**config.mk**
```make
export PLATFORM = sky130hd
export DESIGN_NAME = serial_rx_ring_line_discipline
export DESIGN_NICKNAME = d
export VERILOG_FILES = /design/src/design/srlrd_pkg.sv /design/src/design/srlrd_front.sv /design/src/design/srlrd_queue.sv /design/src/design/srlrd_back.sv /design/src/design/serial_rx_ring_line_discipline.sv
export SDC_FILE = /design/constraint.sdc
export NUM_CORES = 1
export LEC_CHECK = 0
export ABC_AREA = 1
export BUFFER_PORTS_ARGS = -buffer_cell sky130_fd_sc_hd__clkbuf_2
export CORE_MARGIN = 2
export CORE_UTILIZATION = 40
export DETAILED_ROUTE_END_ITERATION = 6
export GPL_TIMING_DRIVEN = 0
export SYNTH_ARGS = -nofsm -noshare
export SYNTH_HDL_FRONTEND = slang
export SYNTH_SLANG_ARGS = --single-unit
```
**constraint.sdc**
```tcl
create_clock -name aclk -period 2.84 [get_ports aclk]
set_input_delay 0.426 -clock aclk [delete_from_list [all_inputs] [get_ports aclk]]
set_output_delay 0.426 -clock aclk [all_outputs]
set_load 0.02 [all_outputs]
```
**src/design/srlrd_pkg.sv**
```systemverilog
// ----------------------------------------------------------------------------
// srlrd_pkg: shared types and constants of the serial receive ring
// Holds the ring geometry, the index step function, the result kinds and the
// command record that travels from the front part to the back part.
// ----------------------------------------------------------------------------
`default_nettype none

package srlrd_pkg;

    // Ring geometry. Slot 0 is never used; indices run from BUFFER_SIZE-1 down to 1.
    localparam int BUFFER_SIZE = 64;
    localparam int IDX_W       = $clog2(BUFFER_SIZE);

    // Depth of the command queue between the front and the back part.
    localparam int QUEUE_DEPTH = 2;
    localparam int QUEUE_PTR_W = (QUEUE_DEPTH > 1) ? $clog2(QUEUE_DEPTH) : 1;
    localparam int QUEUE_CNT_W = $clog2(QUEUE_DEPTH + 1);

    // Character constants.
    localparam logic [6:0] CHAR_MASK = 7'h7F;
    localparam logic [6:0] CH_NUL    = 7'd0;
    localparam logic [6:0] CH_NL     = 7'd10;
    localparam logic [6:0] CH_CR     = 7'd13;
    localparam logic [6:0] CH_SEMI   = 7'd59;

    // Input opcodes.
    typedef enum logic {
        OP_PUSH = 1'b0,
        OP_READ = 1'b1
    } opcode_t;

    // Result kinds.
    typedef enum logic [1:0] {
        KIND_PUSH = 2'd0,
        KIND_ECHO = 2'd1,
        KIND_READ = 2'd2
    } kind_t;

    // Configuration register indices.
    typedef enum logic [1:0] {
        REG_ECHO_ENABLE     = 2'd0,
        REG_CRLF_EXPAND     = 2'd1,
        REG_LINE_MODE       = 2'd2,
        REG_SEMICOLON_BREAK = 2'd3
    } reg_index_t;

    // Phase of the back part within one command.
    typedef enum logic [1:0] {
        BK_CHAR  = 2'd0,
        BK_CR    = 2'd1,
        BK_FINAL = 2'd2
    } back_state_t;

    // Configuration bits as seen by the back part.
    typedef struct packed {
        logic echo_enable;
        logic crlf_expand;
        logic line_mode;
        logic semicolon_break;
    } cfg_t;

    // One classified command. For a push, flag means the byte was dropped;
    // for a read, flag means the buffer was empty.
    typedef struct packed {
        logic       is_read;
        logic       flag;
        logic [6:0] data;
    } cmd_t;

    // One step down the ring with wrap, skipping slot 0.
    function automatic logic [IDX_W-1:0] step_down(input logic [IDX_W-1:0] idx);
        logic [IDX_W-1:0] res;
        if ((idx <= IDX_W'(1)) || (idx > IDX_W'(BUFFER_SIZE - 1))) begin
            res = IDX_W'(BUFFER_SIZE - 1);
        end else begin
            res = idx - IDX_W'(1);
        end
        return res;
    endfunction

endpackage

`default_nettype wire

```
**src/design/srlrd_front.sv**
```systemverilog
// ----------------------------------------------------------------------------
// srlrd_front: input side of the serial receive ring
// Accepts push and read requests, keeps the ring indices and the character
// memory, and hands one classified command per request to the queue.
// ----------------------------------------------------------------------------
`default_nettype none

module srlrd_front (
    input  wire logic                 aclk,
    input  wire logic                 aresetn,
    input  wire logic                 in_valid,
    output logic                      in_ready,
    input  wire logic                 in_opcode,
    input  wire logic [7:0]           in_byte,
    input  wire logic                 q_ready,
    output logic                      q_push,
    output srlrd_pkg::cmd_t           q_cmd
);

    logic [7:0]                  mem [srlrd_pkg::BUFFER_SIZE];
    logic [srlrd_pkg::IDX_W-1:0] write_index_reg, write_index_next;
    logic [srlrd_pkg::IDX_W-1:0] read_index_reg,  read_index_next;
    logic                        stage_valid_reg, stage_valid_next;
    logic                        stage_read_reg,  stage_read_next;
    logic                        stage_flag_reg,  stage_flag_next;
    logic [7:0]                  rdata_reg;
    logic                        accept;
    logic                        is_read;
    logic                        is_empty;
    logic                        is_full;
    logic                        do_write;
    logic                        do_read;
    logic [srlrd_pkg::IDX_W-1:0] write_step;
    logic [srlrd_pkg::IDX_W-1:0] read_step;

    assign in_ready   = !stage_valid_reg || q_ready;
    assign accept     = in_valid && in_ready;
    assign is_read    = (in_opcode == srlrd_pkg::OP_READ);
    assign write_step = srlrd_pkg::step_down(write_index_reg);
    assign read_step  = srlrd_pkg::step_down(read_index_reg);
    assign is_full    = (write_step == read_index_reg);
    assign is_empty   = (write_index_reg == read_index_reg);
    assign do_write   = accept && !is_read && !is_full;
    assign do_read    = accept && is_read && !is_empty;

    assign q_push       = stage_valid_reg && q_ready;
    assign q_cmd.is_read = stage_read_reg;
    assign q_cmd.flag    = stage_flag_reg;
    assign q_cmd.data    = stage_read_reg ? (rdata_reg[6:0] & srlrd_pkg::CHAR_MASK) : 7'd0;

    always_comb begin
        write_index_next = do_write ? write_step : write_index_reg;
        read_index_next  = do_read  ? read_step  : read_index_reg;
        stage_valid_next = stage_valid_reg;
        stage_read_next  = stage_read_reg;
        stage_flag_next  = stage_flag_reg;
        if (accept) begin
            stage_valid_next = 1'b1;
            stage_read_next  = is_read;
            stage_flag_next  = is_read ? is_empty : is_full;
        end else if (q_push) begin
            stage_valid_next = 1'b0;
        end
    end

    always_ff @(posedge aclk) begin
        if (!aresetn) begin
            write_index_reg <= srlrd_pkg::IDX_W'(1);
            read_index_reg  <= srlrd_pkg::IDX_W'(1);
            stage_valid_reg <= 1'b0;
        end else begin
            write_index_reg <= write_index_next;
            read_index_reg  <= read_index_next;
            stage_valid_reg <= stage_valid_next;
        end
    end

    always_ff @(posedge aclk) begin
        stage_read_reg <= stage_read_next;
        stage_flag_reg <= stage_flag_next;
    end

    // Character memory: one write port, one registered read port.
    always_ff @(posedge aclk) begin
        if (do_write) begin
            mem[write_step] <= in_byte;
        end
    end

    always_ff @(posedge aclk) begin
        if (do_read) begin
            rdata_reg <= mem[read_step];
        end
    end

    ap_index_nonzero: assert property (@(posedge aclk) disable iff (!aresetn)
        (write_index_reg != '0) && (read_index_reg != '0))
        else $error("ring index reached the unused slot");

    ap_push_order: assert property (@(posedge aclk) disable iff (!aresetn)
        stage_valid_reg && !q_ready |=> stage_valid_reg && $stable(stage_read_reg)
            && $stable(stage_flag_reg))
        else $error("staged command changed while the queue was full");

    ap_write_moves: assert property (@(posedge aclk) disable iff (!aresetn)
        do_write |=> (write_index_reg != read_index_reg))
        else $error("a stored byte left the ring looking empty");

endmodule

`default_nettype wire

```
**src/design/srlrd_queue.sv**
```systemverilog
// ----------------------------------------------------------------------------
// srlrd_queue: command queue between front and back
// A short first-in first-out store of classified commands, so that either
// side can stall without holding up the other.
// ----------------------------------------------------------------------------
`default_nettype none

module srlrd_queue (
    input  wire logic             aclk,
    input  wire logic             aresetn,
    input  wire logic             push,
    input  wire srlrd_pkg::cmd_t  push_cmd,
    output logic                  push_ready,
    input  wire logic             pop,
    output logic                  head_valid,
    output srlrd_pkg::cmd_t       head_cmd
);

    srlrd_pkg::cmd_t                   entries [srlrd_pkg::QUEUE_DEPTH];
    logic [srlrd_pkg::QUEUE_PTR_W-1:0] wr_ptr_reg, wr_ptr_next;
    logic [srlrd_pkg::QUEUE_PTR_W-1:0] rd_ptr_reg, rd_ptr_next;
    logic [srlrd_pkg::QUEUE_CNT_W-1:0] count_reg,  count_next;
    logic                              do_push;
    logic                              do_pop;

    function automatic logic [srlrd_pkg::QUEUE_PTR_W-1:0] ptr_inc(
        input logic [srlrd_pkg::QUEUE_PTR_W-1:0] p);
        logic [srlrd_pkg::QUEUE_PTR_W-1:0] r;
        if (p == srlrd_pkg::QUEUE_PTR_W'(srlrd_pkg::QUEUE_DEPTH - 1)) begin
            r = '0;
        end else begin
            r = p + srlrd_pkg::QUEUE_PTR_W'(1);
        end
        return r;
    endfunction

    assign push_ready = (count_reg != srlrd_pkg::QUEUE_CNT_W'(srlrd_pkg::QUEUE_DEPTH));
    assign head_valid = (count_reg != '0);
    assign head_cmd   = entries[rd_ptr_reg];
    assign do_push    = push && push_ready;
    assign do_pop     = pop && head_valid;

    always_comb begin
        wr_ptr_next = do_push ? ptr_inc(wr_ptr_reg) : wr_ptr_reg;
        rd_ptr_next = do_pop  ? ptr_inc(rd_ptr_reg) : rd_ptr_reg;
        count_next  = count_reg;
        if (do_push && !do_pop) begin
            count_next = count_reg + srlrd_pkg::QUEUE_CNT_W'(1);
        end else if (do_pop && !do_push) begin
            count_next = count_reg - srlrd_pkg::QUEUE_CNT_W'(1);
        end
    end

    always_ff @(posedge aclk) begin
        if (!aresetn) begin
            wr_ptr_reg <= '0;
            rd_ptr_reg <= '0;
            count_reg  <= '0;
        end else begin
            wr_ptr_reg <= wr_ptr_next;
            rd_ptr_reg <= rd_ptr_next;
            count_reg  <= count_next;
        end
    end

    always_ff @(posedge aclk) begin
        if (do_push) begin
            entries[wr_ptr_reg] <= push_cmd;
        end
    end

    ap_count_bound: assert property (@(posedge aclk) disable iff (!aresetn)
        count_reg <= srlrd_pkg::QUEUE_CNT_W'(srlrd_pkg::QUEUE_DEPTH))
        else $error("queue count above depth");

    ap_ptr_gap: assert property (@(posedge aclk) disable iff (!aresetn)
        (count_reg == '0) |-> (wr_ptr_reg == rd_ptr_reg))
        else $error("empty queue with diverging pointers");

    ap_pop_drains: assert property (@(posedge aclk) disable iff (!aresetn)
        do_pop && !do_push && (count_reg == srlrd_pkg::QUEUE_CNT_W'(1)) |=> !head_valid)
        else $error("queue still valid after last pop");

endmodule

`default_nettype wire

```
**src/design/srlrd_back.sv**
```systemverilog
// ----------------------------------------------------------------------------
// srlrd_back: output side of the serial receive ring
// Takes one command at a time, applies the line translation and sends the
// echo characters and the final status or read result through a register.
// ----------------------------------------------------------------------------
`default_nettype none

module srlrd_back (
    input  wire logic             aclk,
    input  wire logic             aresetn,
    input  wire srlrd_pkg::cfg_t  cfg,
    input  wire logic             cmd_valid,
    input  wire srlrd_pkg::cmd_t  cmd,
    output logic                  cmd_pop,
    output logic                  out_valid,
    input  wire logic             out_ready,
    output logic [1:0]            out_kind,
    output logic [6:0]            out_char,
    output logic                  out_empty,
    output logic                  out_dropped,
    output logic                  out_last
);

    srlrd_pkg::back_state_t state_reg, state_next;
    logic                   out_valid_reg, out_valid_next;
    logic [1:0]             out_kind_reg;
    logic [6:0]             out_char_reg;
    logic                   out_empty_reg;
    logic                   out_dropped_reg;
    logic                   out_last_reg;
    logic                   load;
    logic [6:0]             ch;
    logic                   echo_first;
    logic                   cr_needed;
    logic                   item_final;
    logic [1:0]             item_kind;
    logic [6:0]             item_char;
    logic                   item_empty;
    logic                   item_dropped;

    assign load = cmd_valid && (!out_valid_reg || out_ready);

    always_comb begin
        ch = cmd.data;
        if (cfg.line_mode && ((cmd.data == srlrd_pkg::CH_NUL)
            || (cfg.semicolon_break && (cmd.data == srlrd_pkg::CH_SEMI)))) begin
            ch = srlrd_pkg::CH_NL;
        end
    end

    assign echo_first = cmd.is_read && !cmd.flag && cfg.echo_enable;
    assign cr_needed  = echo_first && cfg.crlf_expand && (ch == srlrd_pkg::CH_NL);

    // Next phase.
    always_comb begin
        state_next = state_reg;
        case (state_reg)
            srlrd_pkg::BK_CHAR: begin
                if (load && echo_first) begin
                    state_next = cr_needed ? srlrd_pkg::BK_CR : srlrd_pkg::BK_FINAL;
                end
            end
            srlrd_pkg::BK_CR: begin
                if (load) begin
                    state_next = srlrd_pkg::BK_FINAL;
                end
            end
            srlrd_pkg::BK_FINAL: begin
                if (load) begin
                    state_next = srlrd_pkg::BK_CHAR;
                end
            end
            default: begin
                state_next = srlrd_pkg::BK_CHAR;
            end
        endcase
    end

    // Item selected by the phase.
    always_comb begin
        item_final   = 1'b1;
        item_kind    = cmd.is_read ? srlrd_pkg::KIND_READ : srlrd_pkg::KIND_PUSH;
        item_char    = (cmd.is_read && !cmd.flag) ? ch : 7'd0;
        item_empty   = cmd.is_read && cmd.flag;
        item_dropped = !cmd.is_read && cmd.flag;
        case (state_reg)
            srlrd_pkg::BK_CHAR: begin
                if (echo_first) begin
                    item_final   = 1'b0;
                    item_kind    = srlrd_pkg::KIND_ECHO;
                    item_char    = ch;
                    item_empty   = 1'b0;
                    item_dropped = 1'b0;
                end
            end
            srlrd_pkg::BK_CR: begin
                item_final   = 1'b0;
                item_kind    = srlrd_pkg::KIND_ECHO;
                item_char    = srlrd_pkg::CH_CR;
                item_empty   = 1'b0;
                item_dropped = 1'b0;
            end
            srlrd_pkg::BK_FINAL: begin
                item_final = 1'b1;
            end
            default: begin
                item_final = 1'b1;
            end
        endcase
    end

    assign cmd_pop = load && item_final;

    always_comb begin
        out_valid_next = out_valid_reg;
        if (load) begin
            out_valid_next = 1'b1;
        end else if (out_ready) begin
            out_valid_next = 1'b0;
        end
    end

    always_ff @(posedge aclk) begin
        if (!aresetn) begin
            state_reg     <= srlrd_pkg::BK_CHAR;
            out_valid_reg <= 1'b0;
        end else begin
            state_reg     <= state_next;
            out_valid_reg <= out_valid_next;
        end
    end

    always_ff @(posedge aclk) begin
        if (load) begin
            out_kind_reg    <= item_kind;
            out_char_reg    <= item_char;
            out_empty_reg   <= item_empty;
            out_dropped_reg <= item_dropped;
            out_last_reg    <= item_final;
        end
    end

    assign out_valid   = out_valid_reg;
    assign out_kind    = out_kind_reg;
    assign out_char    = out_char_reg;
    assign out_empty   = out_empty_reg;
    assign out_dropped = out_dropped_reg;
    assign out_last    = out_last_reg;

    ap_push_status: assert property (@(posedge aclk) disable iff (!aresetn)
        out_valid_reg && (out_kind_reg == srlrd_pkg::KIND_PUSH)
            |-> out_last_reg && (out_char_reg == 7'd0) && !out_empty_reg)
        else $error("malformed push status");

    ap_echo_not_last: assert property (@(posedge aclk) disable iff (!aresetn)
        out_valid_reg && (out_kind_reg == srlrd_pkg::KIND_ECHO)
            |-> !out_last_reg && !out_empty_reg && !out_dropped_reg)
        else $error("echo item marked as final");

    ap_empty_read: assert property (@(posedge aclk) disable iff (!aresetn)
        out_valid_reg && out_empty_reg
            |-> (out_kind_reg == srlrd_pkg::KIND_READ) && (out_char_reg == 7'd0))
        else $error("empty flag on a non-read item or with data");

    ap_cr_then_final: assert property (@(posedge aclk) disable iff (!aresetn)
        (state_reg == srlrd_pkg::BK_CR)
            |=> (state_reg == srlrd_pkg::BK_CR) || (state_reg == srlrd_pkg::BK_FINAL))
        else $error("carriage return phase not followed by the final item");

endmodule

`default_nettype wire

```
**src/design/serial_rx_ring_line_discipline.sv**
```systemverilog
// ----------------------------------------------------------------------------
// serial_rx_ring_line_discipline: receive ring buffer with line discipline
// Path: a request passes through the front's stage register, the command queue
// and the back's output register before its first result is valid on the m_ side.
// Results: a push gives one result item; a read gives one to three result items
// (echo, optional carriage return, read result) from the output sequencer.
// Reset (aresetn low, synchronous) sets both ring indices to 1, empties the queue
// and output register, and loads the registers with echo on, all else off.
// ----------------------------------------------------------------------------
`default_nettype none

module serial_rx_ring_line_discipline (
    input  wire logic        aclk,
    input  wire logic        aresetn,

    // Request stream.
    input  wire logic        s_tvalid,
    output logic             s_tready,
    input  wire logic [7:0]  s_tdata,    // [7:0] rx_byte
    input  wire logic [0:0]  s_tuser,    // [0] opcode

    // Result stream.
    output logic             m_tvalid,
    input  wire logic        m_tready,
    output logic [15:0]      m_tdata,    // [6:0] out_char, [7] buffer_empty,
                                         // [8] byte_dropped, [15:9] zero
    output logic [1:0]       m_tuser,    // [1:0] kind
    output logic             m_tlast,    // last

    // Register port.
    input  wire logic        psel,
    input  wire logic        penable,
    input  wire logic        pwrite,
    input  wire logic [3:0]  paddr,
    input  wire logic [31:0] pwdata,
    output logic [31:0]      prdata,
    output logic             pready
);

    // The four one-bit registers. A write lands on the access cycle of an APB
    // transfer; the register is picked by the word address, the byte offset bits
    // are ignored, and only bit 0 of the write data is kept.
    logic                   echo_enable_reg,     echo_enable_next;
    logic                   crlf_expand_reg,     crlf_expand_next;
    logic                   line_mode_reg,       line_mode_next;
    logic                   semicolon_break_reg, semicolon_break_next;
    logic                   cfg_write;
    srlrd_pkg::reg_index_t  cfg_sel;
    srlrd_pkg::cfg_t        cfg;

    // Front to queue, queue to back.
    logic                   q_push;
    logic                   q_ready;
    srlrd_pkg::cmd_t        q_in_cmd;
    logic                   q_pop;
    logic                   q_valid;
    srlrd_pkg::cmd_t        q_head_cmd;

    // Back outputs.
    logic [1:0]             out_kind;
    logic [6:0]             out_char;
    logic                   out_empty;
    logic                   out_dropped;

    assign pready    = 1'b1;
    assign cfg_write = psel && penable && pwrite && pready;
    assign cfg_sel   = srlrd_pkg::reg_index_t'(paddr[3:2]);

    always_comb begin
        echo_enable_next     = echo_enable_reg;
        crlf_expand_next     = crlf_expand_reg;
        line_mode_next       = line_mode_reg;
        semicolon_break_next = semicolon_break_reg;
        if (cfg_write) begin
            case (cfg_sel)
                srlrd_pkg::REG_ECHO_ENABLE:     echo_enable_next     = pwdata[0];
                srlrd_pkg::REG_CRLF_EXPAND:     crlf_expand_next     = pwdata[0];
                srlrd_pkg::REG_LINE_MODE:       line_mode_next       = pwdata[0];
                srlrd_pkg::REG_SEMICOLON_BREAK: semicolon_break_next = pwdata[0];
                default: begin
                end
            endcase
        end
    end

    always_ff @(posedge aclk) begin
        if (!aresetn) begin
            echo_enable_reg     <= 1'b1;
            crlf_expand_reg     <= 1'b0;
            line_mode_reg       <= 1'b0;
            semicolon_break_reg <= 1'b0;
        end else begin
            echo_enable_reg     <= echo_enable_next;
            crlf_expand_reg     <= crlf_expand_next;
            line_mode_reg       <= line_mode_next;
            semicolon_break_reg <= semicolon_break_next;
        end
    end

    // Register read back, zero-extended to the bus width.
    always_comb begin
        case (cfg_sel)
            srlrd_pkg::REG_ECHO_ENABLE:     prdata = {31'd0, echo_enable_reg};
            srlrd_pkg::REG_CRLF_EXPAND:     prdata = {31'd0, crlf_expand_reg};
            srlrd_pkg::REG_LINE_MODE:       prdata = {31'd0, line_mode_reg};
            srlrd_pkg::REG_SEMICOLON_BREAK: prdata = {31'd0, semicolon_break_reg};
            default:                        prdata = 32'd0;
        endcase
    end

    assign cfg.echo_enable     = echo_enable_reg;
    assign cfg.crlf_expand     = crlf_expand_reg;
    assign cfg.line_mode       = line_mode_reg;
    assign cfg.semicolon_break = semicolon_break_reg;

    // The front part owns the ring indices and the character memory. It settles
    // each request in the cycle it is accepted (store, drop, empty or fetch), so
    // the next request always sees up-to-date indices. The fetched byte lands in
    // the memory's read register alongside the staged command.
    srlrd_front u_front (
        .aclk      (aclk),
        .aresetn   (aresetn),
        .in_valid  (s_tvalid),
        .in_ready  (s_tready),
        .in_opcode (s_tuser[0]),
        .in_byte   (s_tdata),
        .q_ready   (q_ready),
        .q_push    (q_push),
        .q_cmd     (q_in_cmd)
    );

    // The queue lets the front keep taking pushes while the back is still busy
    // sending the echo items of an earlier read.
    srlrd_queue u_queue (
        .aclk       (aclk),
        .aresetn    (aresetn),
        .push       (q_push),
        .push_cmd   (q_in_cmd),
        .push_ready (q_ready),
        .pop        (q_pop),
        .head_valid (q_valid),
        .head_cmd   (q_head_cmd)
    );

    // The back part translates the character and sends one result item per cycle
    // unless m_tready stalls, via its output register; the last item pops the command.
    srlrd_back u_back (
        .aclk        (aclk),
        .aresetn     (aresetn),
        .cfg         (cfg),
        .cmd_valid   (q_valid),
        .cmd         (q_head_cmd),
        .cmd_pop     (q_pop),
        .out_valid   (m_tvalid),
        .out_ready   (m_tready),
        .out_kind    (out_kind),
        .out_char    (out_char),
        .out_empty   (out_empty),
        .out_dropped (out_dropped),
        .out_last    (m_tlast)
    );

    assign m_tuser = out_kind;
    assign m_tdata = {7'd0, out_dropped, out_empty, out_char};

endmodule

`default_nettype wire
```
==> impl_metrics.json <==
{
  "outcome": "finished with violations",
  "violations": "setup timing",
  "min_path_type": "in -> reg",
  "seq_area_sq_mm": 0.0151,
  "synth_top_area_cell": "edfxtp_1",
  "regMostFlops": "u_front.mem",
  "slew_headroom_pct": 13.1,
  "synth_xor_area_share_pct": 0.153,
  "final_cell_mix": "edfxtp_1, nand2_1, nand3_1, inv_1, buf_4",
  "start_kind": "flip-flop",
  "drv_cap": 0,
  "fp-row-count": 87,
  "via_per_inst": 5.40,
  "rrSetupSlack_ps": -10,
  "cellPowerDensity_mw_per_mm2": 913,
  "layout-drive-gt1-share_pct": 21.3,
  "netlist_instances": 2166,
  "grt_pass1_vias": 16097,
  "grt_pass1_wl_um": 108000,
  "clk_pin_slew_ps": 60,
  "final-hold-violation-count": 0,
  "synth_adder_area_share_pct": 0.272,
  "fin_area_sq_mm": 0.0280,
  "p_total_mw": 25.6,
  "synth_area_per_cell_sq_um": 10.6,
  "ys.warnings.count": 0,
  "endpoint_kind": "flip-flop",
  "die_height_um": 244,
  "r2r-end": "u_front.rdata_reg[2]$_DFFE_PP_",
  "start_util_pct": 40.6,
  "die_w_um": 244,
  "syn_area_sq_mm": 0.0230,
  "gp_congestion": 1.08,
  "synth_compound_area_share_pct": 3.00,
  "utilization_pct": 49.5,
  "area_growth_pct": 22.0,
  "fmax_mhz": 350,
  "path_max_fanout": 10,
  "skew_ps": 28.1,
  "first_pass_iters": 5,
  "critPathCapture": "u_front.rdata_reg[2]$_DFFE_PP_",
  "p_leak_nw": 10.9,
  "async_flop_share_pct": 0,
  "drt_iter0_markers": 2034,
  "setup_viol": 3,
  "grt_max_degree": 65,
  "gr-total-overflow": 0,
  "hold_buffers": 0,
  "drc": 0,
  "reg2regPathDepth": 15,
  "ys_types": 37,
  "fin_hold_ws_ps": 73.2,
  "antenna_found_initial": 1,
  "post-dp-hpwl_um": 51900,
  "diodes": 0,
  "tightest_slew_ps": 1300,
  "required_ps": 3170,
  "synth_top_family_by_area": "simple AND/OR/NAND/NOR gates",
  "core_area_sq_mm": 0.0566,
  "dieArea_sq_mm": 0.0593,
  "synthMuxAreaShare_pct": 0.0436,
  "cp-startpoint": "u_front.read_index_reg[0]$_SDFFE_PN1P_",
  "min_period_over_period_pct": 100,
  "rsz0062_at_grt": "true",
  "boundaryPins": 106,
  "wirelength_um": 75300,
  "min_period_ps": 2850,
  "arrival_ps": 3190,
  "yosys_most_used_dff": "edfxtp_1",
  "cts_htree_levels": 2,
  "fin_ws_ps": -14.1,
  "ir_worst_vdd_mv": 0.492,
  "top_regs": "u_front.mem x448, u_queue.entries x18",
  "yosysSeqAreaShare_pct": 65.9,
  "cts_made_buffers": 53,
  "drv_slew": 0,
  "cts_root_buf": "clkbuf_16",
  "yosys_register_bits": 512,
  "layout_commonest_cell": "edfxtp_1",
  "placed_area_sq_mm": 0.0242,
  "dr_total_vias": 17009,
  "cts_tree": "yes",
  "grt_usage_pct": 25.1,
  "cts_sinks": 512,
  "r2r_start": "u_front.read_index_reg[0]$_SDFFE_PN1P_",
  "synth_top_area_share_pct": 63.7,
  "fillers": 5046,
  "place_ws_ps": -1330,
  "io_buffers": 31,
  "synth-edff-count": 487,
  "yosys.area_share.simple_pct": 23.4,
  "largest_reg_flops": 448,
  "wl_per_cell_um": 23.9,
  "ant_nets": 0,
  "critical_path_class": "reg -> reg",
  "hold_depth": 1,
  "clockBufferDepth": 3,
  "synth.area.top_cells": "edfxtp_1, nand3_1, nand2_1, inv_1, dfxtp_1",
  "multi_input_area_sq_mm": 0.00711,
  "fin_nets": 2406,
  "clk_latency_ps": 610
}
[cell usage after synthesis (2+ instances only)]
| master | count |
|---|---|
| a31oi_1 | 3 |
| nand2_4 | 2 |
| xor2_1 | 3 |
| conb_1 | 2 |
| nand3_1 | 470 |
| buf_4 | 48 |
| nor2_2 | 5 |
| o2111ai_1 | 49 |
| o21a_1 | 5 |
| nor2_1 | 128 |
| nand3_4 | 7 |
| nand3_2 | 4 |
| nand4_4 | 3 |
| edfxtp_1 | 487 |
| nor4_1 | 6 |
| o21ai_0 | 13 |
| nor3_1 | 7 |
| nand2_2 | 2 |
| nand2_1 | 488 |
| buf_1 | 15 |
| buf_2 | 54 |
| o21ai_1 | 5 |
| ha_1 | 5 |
| inv_2 | 11 |
| nand4_1 | 4 |
| inv_1 | 188 |
| dfxtp_1 | 25 |
| or2_2 | 49 |
| clkbuf_1 | 50 |
| a21oi_1 | 21 |
[through the flow]
| stage | TNS [ps] | cells |
|---|---|---|
| 3_5_place_dp | -201180 | 2990 |
| 3_3_place_gp | -200940 | 2990 |
| 5_1_grt | -465 | 3147 |
| 4_1_cts | 0 | 3138 |
| 6_report | -28.1 | 3147 |
| 2_1_floorplan | 0 | 2203 |
[per-layer routing]
| layer | wire (um) | global-route usage (%) | up-vias |
|---|---|---|---|
| li1 | - | - | 7771 |
| met5 | 12 | 0 | - |
| met4 | 2770 | 9.70 | 2 |
| met3 | 7500 | 5.79 | 145 |
| met2 | 34200 | 39.2 | 809 |
| met1 | 30900 | 34.1 | 8282 |
[where the power goes]
part           switching, mW  internal, mW  leakage [nW]
clock                   2.88          3.76         0.797
sequential             0.109          8.65          4.60
combinational           7.20          3.00          5.50
[timing repair]
| item | in CTS | in global routing |
|---|---|---|
| gates cloned | 0 | 2 |
| hold endpoints to repair | 0 | 0 |
| endpoints found under the setup margin | 460 | 455 |
| pin swaps | 42 | 15 |
| buffers inserted | 52 | 8 |
| gates resized for setup | 261 | 88 |
[cell families (layout without fill, tap and decap cells)]
family | count (synthesis) | after routing
mux | 1 | 1
other cells | 2 | 39
flops | 512 | 512
compound gates | 97 | 97
xor+xnor | 4 | 4
simple gates | 1177 | 1178
buf+inv | 368 | 555
fa+ha+maj | 5 | 5
[worst min-delay path by stage]
stage / start / to
5_1_grt: s_tuser / u_front.stage_read_reg$_DFFE_PP_
6_report: s_tuser / u_front.stage_read_reg$_DFFE_PP_
2_1_floorplan: u_front.stage_flag_reg$_DFFE_PP_ / u_queue.entries[0][7]$_DFFE_PP_
3_3_place_gp: u_front.stage_flag_reg$_DFFE_PP_ / u_queue.entries[1][7]$_DFFE_PP_
3_5_place_dp: u_front.stage_flag_reg$_DFFE_PP_ / u_queue.entries[1][7]$_DFFE_PP_
4_1_cts: s_tuser / u_front.stage_read_reg$_DFFE_PP_
[worst max-delay path, stage by stage, from the launching register on]
cell and delay [ps]:
dfxtp_2 360, buf_6 140, inv_6 60, buf_12 120, ha_2 190, inv_1 90, nand2_2 80, nand3_4 210
nor3b_4 360, inv_2 60, clkbuf_4 210, buf_6 190, nand3_1 120, nand3_2 100, nand3_2 150, nand2_2 120
[cell type report]
type / count / share of cell area [%]
Buffer: 167 / 4.48
Clock buffer: 71 / 5.04
Clock inverter: 26 / 0.741
Inverter: 199 / 2.68
Multi-Input combinational cell: 1324 / 25.4
Sequential cell: 512 / 54.0
Tap cell: 756 / 3.38
Timing Repair Buffer: 92 / 4.31
(Power assumes the default switching activity.)
